--- src/rtl/mpqu_pkg.sv ---
// ---------------------------------------------------------------------------
// mpqu_pkg: shared types and constants for the unsorted min-priority queue
// Transaction codes, controller states and controller/datapath bundles.
// ---------------------------------------------------------------------------
`default_nettype none

package mpqu_pkg;

	localparam int CAPACITY_DEF = 64;
	localparam int TAG_W        = 16;
	localparam int PRIO_W       = 16;
	localparam int MODE_W       = 3;
	localparam int STATUS_W     = 2;
	localparam int OCC_W        = 7;

	typedef enum logic [MODE_W-1:0] {
		MODE_INSERT  = 3'd0,
		MODE_EXTRACT = 3'd1,
		MODE_PEEK    = 3'd2,
		MODE_UPGRADE = 3'd3,
		MODE_CLEAR   = 3'd4
	} mode_t;

	typedef enum logic [STATUS_W-1:0] {
		ST_OK      = 2'd0,
		ST_EMPTY   = 2'd1,
		ST_NOMATCH = 2'd2,
		ST_FULL    = 2'd3
	} status_t;

	typedef enum logic [2:0] {
		S_IDLE,
		S_EXEC,
		S_SCAN,
		S_SCAN_DRAIN,
		S_SCAN_DONE,
		S_SHIFT,
		S_SHIFT_DRAIN,
		S_RESP
	} state_t;

	// controller -> datapath
	typedef struct packed {
		logic    accept;
		logic    insert_wr;
		logic    upg_wr;
		logic    fill_inc;
		logic    fill_dec;
		logic    fill_clr;
		logic    scan_start;
		logic    scan_issue;
		logic    shift_start;
		logic    shift_issue;
		logic    set_result;
		status_t res_status;
		logic    res_best;
		logic    load_result;
	} cmd_t;

	// datapath -> controller
	typedef struct packed {
		logic [MODE_W-1:0] mode;
		logic              empty;
		logic              full;
		logic              last_issue;
		logic              found;
		logic              shift_none;
		logic              out_free;
	} stat_t;

endpackage

`default_nettype wire

--- src/rtl/mpqu_req_if.sv ---
// ---------------------------------------------------------------------------
// mpqu_req_if: request channel
// valid/ready channel carrying one queue request per transaction.
// ---------------------------------------------------------------------------
`default_nettype none

interface mpqu_req_if;
	logic                                 valid;
	logic                                 ready;
	logic [mpqu_pkg::MODE_W-1:0]          mode;
	logic [mpqu_pkg::TAG_W-1:0]           tag;
	logic signed [mpqu_pkg::PRIO_W-1:0]   priority_req;

	modport source (output valid, output mode, output tag, output priority_req, input ready);
	modport sink   (input valid, input mode, input tag, input priority_req, output ready);
endinterface

`default_nettype wire

--- src/rtl/mpqu_rsp_if.sv ---
// ---------------------------------------------------------------------------
// mpqu_rsp_if: response channel
// valid/ready channel carrying one result per transaction.
// ---------------------------------------------------------------------------
`default_nettype none

interface mpqu_rsp_if;
	logic                                 valid;
	logic                                 ready;
	logic [mpqu_pkg::TAG_W-1:0]           out_tag;
	logic signed [mpqu_pkg::PRIO_W-1:0]   out_priority;
	logic [mpqu_pkg::STATUS_W-1:0]        status;
	logic [mpqu_pkg::OCC_W-1:0]           occupancy;

	modport source (output valid, output out_tag, output out_priority, output status,
		output occupancy, input ready);
	modport sink   (input valid, input out_tag, input out_priority, input status,
		input occupancy, output ready);
endinterface

`default_nettype wire

--- src/rtl/mpqu_ram.sv ---
// ---------------------------------------------------------------------------
// mpqu_ram: generic simple dual-port RAM
// One write port, one read port, registered read data.
// ---------------------------------------------------------------------------
`default_nettype none

module mpqu_ram #(
	parameter int WIDTH = 32,
	parameter int DEPTH = 64
) (
	input  wire logic                     clk,
	input  wire logic                     we,
	input  wire logic [$clog2(DEPTH)-1:0] waddr,
	input  wire logic [WIDTH-1:0]         wdata,
	input  wire logic                     re,
	input  wire logic [$clog2(DEPTH)-1:0] raddr,
	output logic      [WIDTH-1:0]         rdata
);

	logic [WIDTH-1:0] mem_q [DEPTH];

	always_ff @(posedge clk) begin
		if (we) begin
			mem_q[waddr] <= wdata;
		end
		if (re) begin
			rdata <= mem_q[raddr];
		end
	end

endmodule

`default_nettype wire

--- src/rtl/mpqu_datapath.sv ---
// ---------------------------------------------------------------------------
// mpqu_datapath: entry store, scan/shift pipeline and result register
// Holds the fill count, the minimum/match tracker and the output register.
// ---------------------------------------------------------------------------
`default_nettype none

module mpqu_datapath #(
	parameter int CAPACITY = mpqu_pkg::CAPACITY_DEF
) (
	input  wire logic                                 clk,
	input  wire logic                                 arst_n,
	input  wire mpqu_pkg::cmd_t                       cmd,
	output mpqu_pkg::stat_t                           stat,
	input  wire logic [mpqu_pkg::MODE_W-1:0]          in_mode,
	input  wire logic [mpqu_pkg::TAG_W-1:0]           in_tag,
	input  wire logic signed [mpqu_pkg::PRIO_W-1:0]   in_priority,
	output logic                                      out_valid,
	input  wire logic                                 out_ready,
	output logic [mpqu_pkg::TAG_W-1:0]                out_tag,
	output logic signed [mpqu_pkg::PRIO_W-1:0]        out_priority,
	output logic [mpqu_pkg::STATUS_W-1:0]             out_status,
	output logic [mpqu_pkg::OCC_W-1:0]                out_occupancy
);

	localparam int AW    = $clog2(CAPACITY);
	localparam int CW    = $clog2(CAPACITY + 1);
	localparam int ENT_W = mpqu_pkg::TAG_W + mpqu_pkg::PRIO_W;

	// latched request
	logic [mpqu_pkg::MODE_W-1:0]        mode_q;
	logic [mpqu_pkg::TAG_W-1:0]         tag_q;
	logic signed [mpqu_pkg::PRIO_W-1:0] prio_q;

	logic [CW-1:0] fill_q;
	logic [AW-1:0] idx_q;

	// read pipeline
	logic          rd_vld_s1;
	logic          rd_shift_s1;
	logic [AW-1:0] rd_idx_s1;

	// best candidate
	logic                               best_found_q;
	logic [AW-1:0]                      best_idx_q;
	logic signed [mpqu_pkg::PRIO_W-1:0] best_prio_q;
	logic [mpqu_pkg::TAG_W-1:0]         best_tag_q;

	mpqu_pkg::status_t res_status_q;
	logic              res_best_q;

	logic                               we;
	logic [AW-1:0]                      waddr;
	logic [ENT_W-1:0]                   wdata;
	logic [ENT_W-1:0]                   rdata;
	logic                               re;
	logic [mpqu_pkg::TAG_W-1:0]         r_tag;
	logic signed [mpqu_pkg::PRIO_W-1:0] r_prio;
	logic                               cand;
	logic                               take;

	always_ff @(posedge clk) begin
		if (cmd.accept) begin
			mode_q <= in_mode;
			tag_q  <= in_tag;
			prio_q <= in_priority;
		end
	end

	always_ff @(posedge clk or negedge arst_n) begin
		if (!arst_n) begin
			fill_q <= '0;
		end else if (cmd.fill_clr) begin
			fill_q <= '0;
		end else if (cmd.fill_inc) begin
			fill_q <= fill_q + CW'(1);
		end else if (cmd.fill_dec) begin
			fill_q <= fill_q - CW'(1);
		end
	end

	always_ff @(posedge clk) begin
		if (cmd.scan_start) begin
			idx_q <= '0;
		end else if (cmd.shift_start) begin
			idx_q <= best_idx_q + AW'(1);
		end else if (cmd.scan_issue || cmd.shift_issue) begin
			idx_q <= idx_q + AW'(1);
		end
	end

	assign re = cmd.scan_issue | cmd.shift_issue;

	always_ff @(posedge clk or negedge arst_n) begin
		if (!arst_n) begin
			rd_vld_s1 <= 1'b0;
		end else begin
			rd_vld_s1 <= re;
		end
	end

	always_ff @(posedge clk) begin
		rd_shift_s1 <= cmd.shift_issue;
		rd_idx_s1   <= idx_q;
	end

	assign r_tag  = rdata[ENT_W-1:mpqu_pkg::PRIO_W];
	assign r_prio = signed'(rdata[mpqu_pkg::PRIO_W-1:0]);

	// upgrade only considers same tag with a strictly larger priority
	assign cand = (mode_q == mpqu_pkg::MODE_UPGRADE) ? ((r_tag == tag_q) && (r_prio > prio_q))
		: 1'b1;
	assign take = cand && (!best_found_q || (r_prio < best_prio_q));

	always_ff @(posedge clk or negedge arst_n) begin
		if (!arst_n) begin
			best_found_q <= 1'b0;
		end else if (cmd.scan_start) begin
			best_found_q <= 1'b0;
		end else if (rd_vld_s1 && !rd_shift_s1 && take) begin
			best_found_q <= 1'b1;
		end
	end

	always_ff @(posedge clk) begin
		if (rd_vld_s1 && !rd_shift_s1 && take) begin
			best_idx_q  <= rd_idx_s1;
			best_prio_q <= r_prio;
			best_tag_q  <= r_tag;
		end
	end

	// write port: insert at the tail, upgrade in place, or shift down by one
	always_comb begin
		we    = 1'b0;
		waddr = best_idx_q;
		wdata = {tag_q, prio_q};
		if (cmd.insert_wr) begin
			we    = 1'b1;
			waddr = fill_q[AW-1:0];
		end else if (cmd.upg_wr) begin
			we    = 1'b1;
		end else if (rd_vld_s1 && rd_shift_s1) begin
			we    = 1'b1;
			waddr = rd_idx_s1 - AW'(1);
			wdata = rdata;
		end
	end

	mpqu_ram #(
		.WIDTH(ENT_W),
		.DEPTH(CAPACITY)
	) u_ram (
		.clk  (clk),
		.we   (we),
		.waddr(waddr),
		.wdata(wdata),
		.re   (re),
		.raddr(idx_q),
		.rdata(rdata)
	);

	always_ff @(posedge clk) begin
		if (cmd.set_result) begin
			res_status_q <= cmd.res_status;
			res_best_q   <= cmd.res_best;
		end
	end

	always_ff @(posedge clk or negedge arst_n) begin
		if (!arst_n) begin
			out_valid <= 1'b0;
		end else if (cmd.load_result) begin
			out_valid <= 1'b1;
		end else if (out_ready) begin
			out_valid <= 1'b0;
		end
	end

	always_ff @(posedge clk) begin
		if (cmd.load_result) begin
			out_tag       <= res_best_q ? best_tag_q : '0;
			out_priority  <= res_best_q ? best_prio_q : '0;
			out_status    <= res_status_q;
			out_occupancy <= mpqu_pkg::OCC_W'(fill_q);
		end
	end

	always_comb begin
		stat.mode       = mode_q;
		stat.empty      = (fill_q == '0);
		stat.full       = (fill_q == CW'(CAPACITY));
		stat.last_issue = ((CW'(idx_q) + CW'(1)) == fill_q);
		stat.found      = best_found_q;
		stat.shift_none = ((CW'(best_idx_q) + CW'(1)) == fill_q);
		stat.out_free   = !out_valid || out_ready;
	end

endmodule

`default_nettype wire

--- src/rtl/mpqu_ctrl.sv ---
// ---------------------------------------------------------------------------
// mpqu_ctrl: request sequencer
// Decodes the latched request and steps scan, shift and response phases.
// ---------------------------------------------------------------------------
`default_nettype none

module mpqu_ctrl (
	input  wire logic            clk,
	input  wire logic            arst_n,
	input  wire logic            in_valid,
	output logic                 in_ready,
	input  wire mpqu_pkg::stat_t stat,
	output mpqu_pkg::cmd_t       cmd
);

	mpqu_pkg::state_t state_q;
	mpqu_pkg::state_t state_d;

	always_ff @(posedge clk or negedge arst_n) begin
		if (!arst_n) begin
			state_q <= mpqu_pkg::S_IDLE;
		end else begin
			state_q <= state_d;
		end
	end

	always_comb begin
		state_d  = state_q;
		cmd      = '0;
		in_ready = 1'b0;
		case (state_q)
			mpqu_pkg::S_IDLE: begin
				in_ready = 1'b1;
				if (in_valid) begin
					cmd.accept = 1'b1;
					state_d    = mpqu_pkg::S_EXEC;
				end
			end
			mpqu_pkg::S_EXEC: begin
				cmd.set_result = 1'b1;
				cmd.res_status = mpqu_pkg::ST_OK;
				state_d        = mpqu_pkg::S_RESP;
				case (stat.mode)
					mpqu_pkg::MODE_INSERT: begin
						if (stat.full) begin
							cmd.res_status = mpqu_pkg::ST_FULL;
						end else begin
							cmd.insert_wr = 1'b1;
							cmd.fill_inc  = 1'b1;
						end
					end
					mpqu_pkg::MODE_EXTRACT, mpqu_pkg::MODE_PEEK: begin
						if (stat.empty) begin
							cmd.res_status = mpqu_pkg::ST_EMPTY;
						end else begin
							cmd.scan_start = 1'b1;
							state_d        = mpqu_pkg::S_SCAN;
						end
					end
					mpqu_pkg::MODE_UPGRADE: begin
						if (stat.empty) begin
							cmd.res_status = mpqu_pkg::ST_NOMATCH;
						end else begin
							cmd.scan_start = 1'b1;
							state_d        = mpqu_pkg::S_SCAN;
						end
					end
					mpqu_pkg::MODE_CLEAR: begin
						cmd.fill_clr = 1'b1;
					end
					default: begin
					end
				endcase
			end
			mpqu_pkg::S_SCAN: begin
				cmd.scan_issue = 1'b1;
				if (stat.last_issue) begin
					state_d = mpqu_pkg::S_SCAN_DRAIN;
				end
			end
			mpqu_pkg::S_SCAN_DRAIN: begin
				state_d = mpqu_pkg::S_SCAN_DONE;
			end
			mpqu_pkg::S_SCAN_DONE: begin
				cmd.set_result = 1'b1;
				state_d        = mpqu_pkg::S_RESP;
				if (stat.mode == mpqu_pkg::MODE_UPGRADE) begin
					if (stat.found) begin
						cmd.upg_wr     = 1'b1;
						cmd.res_status = mpqu_pkg::ST_OK;
					end else begin
						cmd.res_status = mpqu_pkg::ST_NOMATCH;
					end
				end else begin
					cmd.res_status = mpqu_pkg::ST_OK;
					cmd.res_best   = 1'b1;
					if (stat.mode == mpqu_pkg::MODE_EXTRACT) begin
						if (stat.shift_none) begin
							cmd.fill_dec = 1'b1;
						end else begin
							cmd.shift_start = 1'b1;
							state_d         = mpqu_pkg::S_SHIFT;
						end
					end
				end
			end
			mpqu_pkg::S_SHIFT: begin
				cmd.shift_issue = 1'b1;
				if (stat.last_issue) begin
					state_d = mpqu_pkg::S_SHIFT_DRAIN;
				end
			end
			mpqu_pkg::S_SHIFT_DRAIN: begin
				cmd.fill_dec = 1'b1;
				state_d      = mpqu_pkg::S_RESP;
			end
			mpqu_pkg::S_RESP: begin
				if (stat.out_free) begin
					cmd.load_result = 1'b1;
					state_d         = mpqu_pkg::S_IDLE;
				end
			end
			default: begin
				state_d = mpqu_pkg::S_IDLE;
			end
		endcase
	end

endmodule

`default_nettype wire

--- src/rtl/min_priority_queue_unsorted.sv ---
// ---------------------------------------------------------------------------
// min_priority_queue_unsorted: bounded min-priority queue in arrival order
// Insert, extract-min, peek-min, upgrade (decrease-key) and clear; one
// result per request transaction.
// ---------------------------------------------------------------------------
// Entries live in a single-port-write, single-port-read RAM in arrival order,
// so ties on priority resolve to the earliest arrival. One request is worked
// at a time. Insert, clear, unused modes and requests that fail on an empty
// or full queue go from the execute state straight to the response state.
// Peek and upgrade scan all N held entries through the RAM read port. Extract
// scans, then moves every later entry down one slot, one RAM read and one
// write per cycle. The result sits in an output register, so a new request
// is taken while it waits. Entries are never cleared in the RAM; only slots
// below the fill count are read, so no initialization pass is needed after
// reset.
// ---------------------------------------------------------------------------
`default_nettype none

module min_priority_queue_unsorted #(
	parameter int CAPACITY = mpqu_pkg::CAPACITY_DEF
) (
	input  wire logic clk,
	input  wire logic arst_n,
	mpqu_req_if.sink   req,
	mpqu_rsp_if.source rsp
);

	mpqu_pkg::cmd_t  cmd;
	mpqu_pkg::stat_t stat;
	logic            in_ready;

	assign req.ready = in_ready;

	// sequencer: accepts a transaction only when idle
	mpqu_ctrl u_ctrl (
		.clk     (clk),
		.arst_n  (arst_n),
		.in_valid(req.valid),
		.in_ready(in_ready),
		.stat    (stat),
		.cmd     (cmd)
	);

	// entry RAM, fill count, min/match tracker and result register
	mpqu_datapath #(
		.CAPACITY(CAPACITY)
	) u_datapath (
		.clk          (clk),
		.arst_n       (arst_n),
		.cmd          (cmd),
		.stat         (stat),
		.in_mode      (req.mode),
		.in_tag       (req.tag),
		.in_priority  (req.priority_req),
		.out_valid    (rsp.valid),
		.out_ready    (rsp.ready),
		.out_tag      (rsp.out_tag),
		.out_priority (rsp.out_priority),
		.out_status   (rsp.status),
		.out_occupancy(rsp.occupancy)
	);

endmodule

`default_nettype wire
--- src/flat_wrapper.sv ---
// flat-port wrapper written by rule: the top's interface ports become plain ports
module min_priority_queue_unsorted_flat 
#(
	parameter int CAPACITY = mpqu_pkg::CAPACITY_DEF
)
  (clk, arst_n, req_valid, req_mode, req_tag, req_priority_req, req_ready, rsp_valid, rsp_out_tag, rsp_out_priority, rsp_status, rsp_occupancy, rsp_ready);
  mpqu_req_if req_i ();
  mpqu_rsp_if rsp_i ();
  input  wire logic clk;
  input  wire logic arst_n;
  input wire logic [$bits(req_i.valid)-1:0] req_valid;
  input wire logic [$bits(req_i.mode)-1:0] req_mode;
  input wire logic [$bits(req_i.tag)-1:0] req_tag;
  input wire logic [$bits(req_i.priority_req)-1:0] req_priority_req;
  output wire logic [$bits(req_i.ready)-1:0] req_ready;
  output wire logic [$bits(rsp_i.valid)-1:0] rsp_valid;
  output wire logic [$bits(rsp_i.out_tag)-1:0] rsp_out_tag;
  output wire logic [$bits(rsp_i.out_priority)-1:0] rsp_out_priority;
  output wire logic [$bits(rsp_i.status)-1:0] rsp_status;
  output wire logic [$bits(rsp_i.occupancy)-1:0] rsp_occupancy;
  input wire logic [$bits(rsp_i.ready)-1:0] rsp_ready;
  assign req_i.valid = req_valid;
  assign req_i.mode = req_mode;
  assign req_i.tag = req_tag;
  assign req_i.priority_req = req_priority_req;
  assign req_ready = req_i.ready;
  assign rsp_valid = rsp_i.valid;
  assign rsp_out_tag = rsp_i.out_tag;
  assign rsp_out_priority = rsp_i.out_priority;
  assign rsp_status = rsp_i.status;
  assign rsp_occupancy = rsp_i.occupancy;
  assign rsp_i.ready = rsp_ready;
  min_priority_queue_unsorted #(.CAPACITY(CAPACITY)) u_core (.clk(clk), .arst_n(arst_n), .req(req_i), .rsp(rsp_i));
endmodule
--- config.mk ---
export PLATFORM = sky130hd
export DESIGN_NAME = min_priority_queue_unsorted_flat
export DESIGN_NICKNAME = d
export VERILOG_FILES = /design/src/rtl/mpqu_pkg.sv /design/src/rtl/mpqu_req_if.sv /design/src/rtl/mpqu_rsp_if.sv /design/src/rtl/mpqu_ram.sv /design/src/rtl/mpqu_datapath.sv /design/src/rtl/mpqu_ctrl.sv /design/src/rtl/min_priority_queue_unsorted.sv /design/src/flat_wrapper.sv
export SDC_FILE = /design/constraint.sdc
export NUM_CORES = 2
export LEC_CHECK = 0
export BUFFER_PORTS_ARGS = -buffer_cell sky130_fd_sc_hd__buf_2
export CORE_ASPECT_RATIO = 1.75
export CORE_MARGIN = 2
export CORE_UTILIZATION = 50
export CTS_CLUSTER_SIZE = 8
export DETAILED_ROUTE_END_ITERATION = 8
export PLACE_DENSITY = 0.66
export SETUP_SLACK_MARGIN = 0.4
export SLEW_MARGIN = 30
export SYNTH_ARGS = -nofsm -noshare
export SYNTH_HDL_FRONTEND = slang
export SYNTH_SLANG_ARGS = --single-unit
--- constraint.sdc ---
create_clock -name clk -period 6.5 [get_ports clk]
set_input_delay 0.325 -clock clk [delete_from_list [all_inputs] [get_ports clk]]
set_output_delay 0.325 -clock clk [all_outputs]
set_load 0.01 [all_outputs]
# Word-level counts from Yosys, hierarchy flattened
# Memories as Yosys holds them, arrays and structs flattened. A register that Yosys moved wholly into a read port is not among the register bits.
# Cells that the tools add are included.
[op_classes]
addsub = 7
order_cmp = 2
eq_ne = 19
n_mux = 64
bitwise = 1
n_reduce_logical = 21
[ops]
columns = ["op", "count"]
rows = [
  ["$mux 32", 3],
  ["$mux 1", 35],
  ["$mux 6", 5],
  ["$mux 3", 8],
  ["$pmux 3 s8", 1],
  ["$mux 7", 3],
  ["$eq 16x16->1", 1],
  ["$gt 16x16->1", 1],
  ["$lt 16x16->1", 1],
  ["$eq 3x3->1 const B", 5],
  ["$add 6x1->7 const B", 2],
  ["$eq 7x7->1", 2],
  ["$add 6x1->6 const B", 2],
  ["$eq 3x2->1 const B", 4],
  ["$mux 2", 6],
  ["$add 7x1->7 const B", 1],
  ["$eq 7x7->1 const B", 1],
  ["$logic_not 7->1", 1],
  ["$sub 7x1->7 const B", 1],
  ["$eq 3x1->1 const B", 2],
  ["$logic_not 3->1", 2],
  ["$ne 2x1->1 const B", 3],
  ["$pmux 2 s3", 1],
  ["$pmux 3 s2", 1],
  ["other kinds (12)", 22],
]
[totals]
regBits = 143
mem_bits_rw = 2048
n_memories = 1
[memory_table]
columns = ["name", "depth", "width", "read_ports", "rd_clocked_by_memory_dff", "write_ports", "line_no", "text"]
rows = [
  ["u_core.u_datapath.u_ram.mem_q", 64, 32, 1, 1, 1, "mpqu_ram.sv:20", "logic [WIDTH-1:0] mem_q [DEPTH];"],
]

# Logic depth before layout (Yosys ltp)
[logic_depth]
depth_word = 9
mapped_depth = 13
mapped_depth_nobuf = 12

# Hierarchy
# Synthesis repeated with hierarchy kept, for this count alone.
[hier_totals]
hier_cells = 3938
hier_area_um2 = 86100.1
[by_module_without_submodules]
columns = ["mod", "n_inst", "cells_each", "area_per_inst_um2"]
rows = [
  ["mpqu_ram", 1, 3324, 78835.6],
  ["mpqu_datapath", 1, 558, 6832.8],
  ["mpqu_ctrl", 1, 56, 431.7],
]

# Worst setup path before layout
# OpenSTA, ideal clock, no wires.
[synth_path]
path_type = "register to register"
from = "register u_core.u_ctrl.state_q[1]"
to = "memory u_core.u_datapath.u_ram.mem_q[0][10], data pin"
arrival_time_ns = 4.480
required_ns = 5.798
path_slack_ns = 1.318
path_stages_with_launch = 9
n_path_buf = 3
path_cell_list = "dfrtp_1 > or3b_4 > nor4_4 > nand2_2 > buf_2 > and2_1 > buf_2 > clkbuf_1 > o21ai_0"
[synth_via]
elab_chain_len = 4
elab_cells_between_ends = 6
cone_classes = "eq/ne: 2; mux: 4"
[synth_rtl]
columns = ["item", "line_no", "text"]
rows = [
  ["start, declared", "mpqu_ctrl.sv:16", "mpqu_pkg::state_t state_q;"],
  ["start signal, assigned", "mpqu_ctrl.sv:21", "state_q <= mpqu_pkg::S_IDLE;"],
  ["start signal, assigned", "mpqu_ctrl.sv:23", "state_q <= state_d;"],
  ["$eq 3x3->1", "mpqu_ctrl.sv:31", "case (state_q)"],
  ["$mux 1", "mpqu_ctrl.sv:31", ""],
  ["$mux 32", "mpqu_datapath.sv:140", "end else if (cmd.upg_wr) begin"],
  ["$mux 32 *", "mpqu_datapath.sv:137", "if (cmd.insert_wr) begin"],
  ["named net u_core.u_datapath.u_ram.wdata[10]", "mpqu_ram.sv:14", "input wire logic [WIDTH-1:0] wdata,"],
  ["end, declared", "mpqu_ram.sv:20", ""],
]
# The timed path passes the listed nets; every way through them passes the cells marked *.

# Worst setup path in the final report
[layout_path]
from = "register u_core.u_datapath.fill_q[2]"
to = "memory u_core.u_datapath.u_ram.mem_q[25][6] (enable)"
[layout_via]
elab_chain_len = 7
elab_cells_between_ends = 8
cone_classes = "eq/ne: 1; mux: 7"
[layout_rtl]
columns = ["item", "line_no", "text"]
rows = [
  ["start, declared", "mpqu_datapath.sv:34", "logic [CW-1:0] fill_q;"],
  ["start signal, assigned", "mpqu_datapath.sv:75", "fill_q <= fill_q + CW'(1);"],
  ["start signal, assigned", "mpqu_datapath.sv:77", "fill_q <= fill_q - CW'(1);"],
  ["$eq 7x7->1", "mpqu_datapath.sv:191", "stat.full = (fill_q == CW'(CAPACITY));"],
  ["$mux 1", "mpqu_ctrl.sv:45", "if (stat.full) begin"],
  ["$mux 1", "mpqu_ctrl.sv:43", "case (stat.mode)"],
  ["$mux 1", "mpqu_ctrl.sv:31", ""],
  ["$mux 1", "mpqu_datapath.sv:137", ""],
  ["$mux 1", "mpqu_ram.sv:23", "if (we) begin"],
  ["$mux 1 (not written as such)", "mpqu_ram.sv:24", "mem_q[waddr] <= wdata;"],
]
# Several ways; a longest one is shown, not always the timed one.

==> impl_metrics.xml <==
<?xml version="1.0" encoding="UTF-8"?>
<metrics>
  <group name="outcome">
    <metric name="run_status" unit="">finished clean</metric>
  </group>
  <group name="placed_design">
    <metric name="hpwl" unit="um">127000</metric>
    <metric name="placement.cell_area" unit="um^2">91000</metric>
    <metric name="buffer_ports.inserted" unit="">81</metric>
    <metric name="place.gp.congestion" unit="">0.909</metric>
    <metric name="dp.cells" unit="">5952</metric>
    <metric name="post-place-ws" unit="ps">1850</metric>
  </group>
  <group name="floorplanning">
    <metric name="io_pins" unit="">82</metric>
    <metric name="chipHeight" unit="um">554</metric>
    <metric name="initial_utilization" unit="%">50.4</metric>
    <metric name="die_w" unit="um">318</metric>
    <metric name="die_footprint" unit="um^2">176000</metric>
    <metric name="row_count" unit="">201</metric>
    <metric name="core_area" unit="um^2">172000</metric>
  </group>
  <group name="critical_path">
    <metric name="timing.critical_path.slowest_cell_delay" unit="ps">860</metric>
    <metric name="worst_ep_required_time" unit="ps">6970</metric>
    <metric name="arrival" unit="ps">5390</metric>
    <metric name="crit_path_max_fanout" unit="">22</metric>
    <metric name="critPathMostFrequentCell" unit="">sky130_fd_sc_hd__nand3_1</metric>
    <metric name="endpoint_kind" unit="">register</metric>
    <metric name="critical-path-slowest-cell" unit="">sky130_fd_sc_hd__nor2_4</metric>
    <metric name="critPathLaunchType" unit="">register</metric>
    <metric name="worstPathCellList" unit="">nor4_1, nand3_1, nand2_2, inv_2, o31ai_1, nand3_1, nor2_4, buf_4</metric>
    <metric name="timing_worst_setup_path_type" unit="">reg2reg</metric>
  </group>
  <group name="logic_synthesis">
    <metric name="synthCells" unit="">3683</metric>
    <metric name="synth_top_cell_by_area" unit="">sky130_fd_sc_hd__edfxtp_1</metric>
    <metric name="synthesis.yosys.warnings" unit="">0</metric>
    <metric name="synth_top_family_by_area" unit="">multiplexers</metric>
    <metric name="post-synth-top-count-cell" unit="">sky130_fd_sc_hd__edfxtp_1</metric>
    <metric name="post_synth.cell_area_avg" unit="um^2">23.5</metric>
    <metric name="synthTopCellsByArea" unit="">sky130_fd_sc_hd__edfxtp_1, sky130_fd_sc_hd__mux4_2, sky130_fd_sc_hd__ha_1</metric>
    <metric name="synth_fp_nets" unit="">3763</metric>
    <metric name="post_synth_instance_area" unit="um^2">86400</metric>
    <metric name="synth_cell_type_count" unit="">75</metric>
    <metric name="post_synth_and_or_nand_nor_area_fraction" unit="%">1.70</metric>
    <metric name="ys_ff_latch" unit="">2223</metric>
    <metric name="synth_xor_area_share" unit="%">0.482</metric>
    <metric name="synth-seq-area-share" unit="%">77.0</metric>
    <metric name="yosys.area.top_type_share" unit="%">76.3</metric>
    <metric name="synth.cells.most_frequent" unit="">sky130_fd_sc_hd__edfxtp_1, sky130_fd_sc_hd__mux4_2, sky130_fd_sc_hd__clkbuf_1</metric>
    <metric name="postSynth.asyncResetShare" unit="%">0.585</metric>
    <metric name="post_synth_fa_ha_maj_area_fraction" unit="%">0.602</metric>
    <metric name="post_synth_mux_area_share" unit="%">18.0</metric>
    <metric name="synth_edf_count" unit="">2197</metric>
    <metric name="synth-main-ff-cell" unit="">sky130_fd_sc_hd__edfxtp_1</metric>
    <metric name="synth-compound-area-share" unit="%">1.06</metric>
  </group>
  <group name="clocking">
    <metric name="tritoncts_clock_tree" unit="">done</metric>
    <metric name="htree_levels" unit="">5</metric>
    <metric name="ctsLongestPathBuffers" unit="">4</metric>
    <metric name="cts-resized-gates" unit="">0</metric>
    <metric name="cts_setup_buffers" unit="">0</metric>
    <metric name="cts.reportedPaths.clkPinSlew" unit="ps">50</metric>
    <metric name="cts_root_buffer" unit="">sky130_fd_sc_hd__clkbuf_16</metric>
    <metric name="clock_latency" unit="ps">820</metric>
    <metric name="cts.sinks" unit="">2223</metric>
    <metric name="cts.hold.buffers_added" unit="">39</metric>
    <metric name="numCtsBuffers" unit="">319</metric>
  </group>
  <group name="layout">
    <metric name="final.fill_count" unit="">11900</metric>
    <metric name="layout.cell_area.non_filler" unit="um^2">99800</metric>
    <metric name="final-instance-count-excl-fill" unit="">6367</metric>
    <metric name="nNetsFinal" unit="">4160</metric>
    <metric name="flow.area_growth_from_synthesis" unit="%">15.5</metric>
    <metric name="multi_input_comb_area" unit="um^2">19500</metric>
    <metric name="drive_gt1_share" unit="%">33.2</metric>
    <metric name="final-seq-area" unit="um^2">66600</metric>
  </group>
  <group name="grt">
    <metric name="grt_pass1_wl" unit="um">310000</metric>
    <metric name="met3_usage" unit="%">3.46</metric>
    <metric name="global_route.usage.met1" unit="%">30.1</metric>
    <metric name="top_usage_layer" unit="">met2</metric>
    <metric name="number_of_global_route_vias_before_repair" unit="">43300</metric>
    <metric name="use_met2" unit="%">44.3</metric>
    <metric name="global_route.usage.total" unit="%">24.7</metric>
    <metric name="antenna_found_initial" unit="">9</metric>
    <metric name="global_route.overflow_total" unit="">0</metric>
    <metric name="grt_start_max_net_pins" unit="">101</metric>
  </group>
  <group name="pwr">
    <metric name="power.static_leakage" unit="nW">31.4</metric>
    <metric name="design_power_total" unit="W">0.0433</metric>
    <metric name="peakVddDrop" unit="uV">284</metric>
    <metric name="power.density" unit="nW/um^2">433</metric>
  </group>
  <group name="routing">
    <metric name="routed_vias_inst" unit="">6.35</metric>
    <metric name="detailedRoute.firstPassIterationCount" unit="">5</metric>
    <metric name="post-route-drc-count" unit="">0</metric>
    <metric name="drt.antenna.violating_nets" unit="">0</metric>
    <metric name="vias" unit="">40400</metric>
    <metric name="detail_route.wl_per_cell" unit="um">33.9</metric>
    <metric name="drt_iter0_markers" unit="">4082</metric>
    <metric name="route.final.wire_length" unit="um">216000</metric>
  </group>
  <group name="flow_run">
    <metric name="max_cap_viol_count" unit="">0</metric>
  </group>
  <group name="sta">
    <metric name="rsz0062_at_grt" unit="">false</metric>
    <metric name="period_share" unit="%">75.8</metric>
    <metric name="final.setup_skew" unit="ps">49.1</metric>
    <metric name="final-hold-violation-count" unit="">0</metric>
    <metric name="tightestPinTransition" unit="ps">997</metric>
    <metric name="timing_max_transition_violations_final" unit="">0</metric>
    <metric name="tns" unit="ps">0</metric>
    <metric name="worst_slew_margin_rel" unit="%">33.5</metric>
    <metric name="timing.final.crit_period" unit="ps">4920</metric>
    <metric name="layout_setup_ws" unit="ps">1580</metric>
    <metric name="setup-violations-final" unit="">0</metric>
    <metric name="fmax" unit="GHz">0.203</metric>
  </group>
  <group name="worst_hold_path">
    <metric name="worstHoldPathType" unit="">in2reg</metric>
  </group>
</metrics>
## cell usage in the layout (no fill, tap or decap), types with 29 or more instances in the layout
master | netlist | layout
sky130_fd_sc_hd__and2_1 | 40 | 33
sky130_fd_sc_hd__buf_2 | 63 | 81
sky130_fd_sc_hd__buf_4 | 13 | 116
sky130_fd_sc_hd__clkbuf_1 | 94 | 29
sky130_fd_sc_hd__clkbuf_16 | 0 | 321
sky130_fd_sc_hd__dlygate4sd3_1 | 0 | 39
sky130_fd_sc_hd__edfxtp_1 | 2197 | 2197
sky130_fd_sc_hd__ha_1 | 40 | 40
sky130_fd_sc_hd__inv_1 | 46 | 46
sky130_fd_sc_hd__mux2i_1 | 29 | 29
sky130_fd_sc_hd__mux4_2 | 656 | 656
sky130_fd_sc_hd__nand2_1 | 53 | 53
sky130_fd_sc_hd__nor2_4 | 0 | 37
## final cells by class
class	instances	area share, %
antenna	5	0.0125
clock buffer	350	8.16
clock inverter	20	0.281
inverter	47	0.177
multi-input combinational	1226	19.6
sequential	2223	66.7
tap	2233	2.80
timing repair buffer	263	2.30
## per-layer routing
layer	part of all wire (%)	vias up
met3	5.9	421
met5	0.013	-
met1	36	21900
li1	-	16400
met2	54	1750
met4	4.2	4
## sequential cells by signal (all words and copies together) (netlist names), 7 cells and up
name and cells:
u_core.u_datapath.best_prio_q 16, u_core.u_datapath.best_tag_q 16, u_core.u_datapath.fill_q 7, u_core.u_datapath.out_occupancy 7, u_core.u_datapath.out_priority 16, u_core.u_datapath.out_tag 16
u_core.u_datapath.prio_q 16, u_core.u_datapath.tag_q 16, u_core.u_datapath.u_ram.mem_q 2048, u_core.u_datapath.u_ram.rdata 32
## per-stage QoR
stage          utilization [%]  hold slack, ps
6_report                  58.2             238
5_1_grt                   58.2             224
4_1_cts                   58.2             177
3_5_place_dp              53.0             307
3_3_place_gp              52.8             297
2_1_floorplan                -            29.4
## path summary, 6_finish.rpt
path / from / endpoint / slack (ps) / cells past startpoint
max in group asynchronous: arst_n / u_core.u_datapath.out_valid$_DFFE_PN0P_ / 5260 / 3
min in group asynchronous: arst_n / u_core.u_datapath.fill_q[2]$_DFFE_PN0P_ / 720 / 3
worst max-delay path: u_core.u_datapath.fill_q[2]$_DFFE_PN0P_ / u_core.u_datapath.u_ram.mem_q[25][6]$_DFFE_PP_ / 1580 / 8
worst min register to register: u_core.u_datapath.res_status_q[0]$_DFFE_PP_ / u_core.u_datapath.out_status[0]$_DFFE_PP_ / 460 / 0
worst max register to register: u_core.u_datapath.fill_q[2]$_DFFE_PN0P_ / u_core.u_datapath.u_ram.mem_q[25][6]$_DFFE_PP_ / 1580 / 8
worst min-delay path: req_priority_req[3] / u_core.u_datapath.prio_q[3]$_DFFE_PP_ / 240 / 2
## critical path: cells and delay by family (launching register included)
family | cells | cell delay [ps]
compound gates | 1 | 670
buf+inv | 2 | 710
flops | 1 | 570
simple gates | 5 | 2590
## kinds of logic after synthesis
kind of cell	Yosys count
DFF	2223
xor gates and xnor gates	46
muxes	725
buffers and inverters	234
adders and majority gates	41
and+or+nand+nor	279
AOI/OAI and AO/OA	135
## where the power goes
part           leakage [nW]  switching, W  internal (W)  total, W
combinational          7.25       0.00611       0.00516    0.0113
sequential             20.0      0.000743        0.0169    0.0176
clock                  4.12       0.00565       0.00875    0.0144
Power figures use the tool's default switching activity.
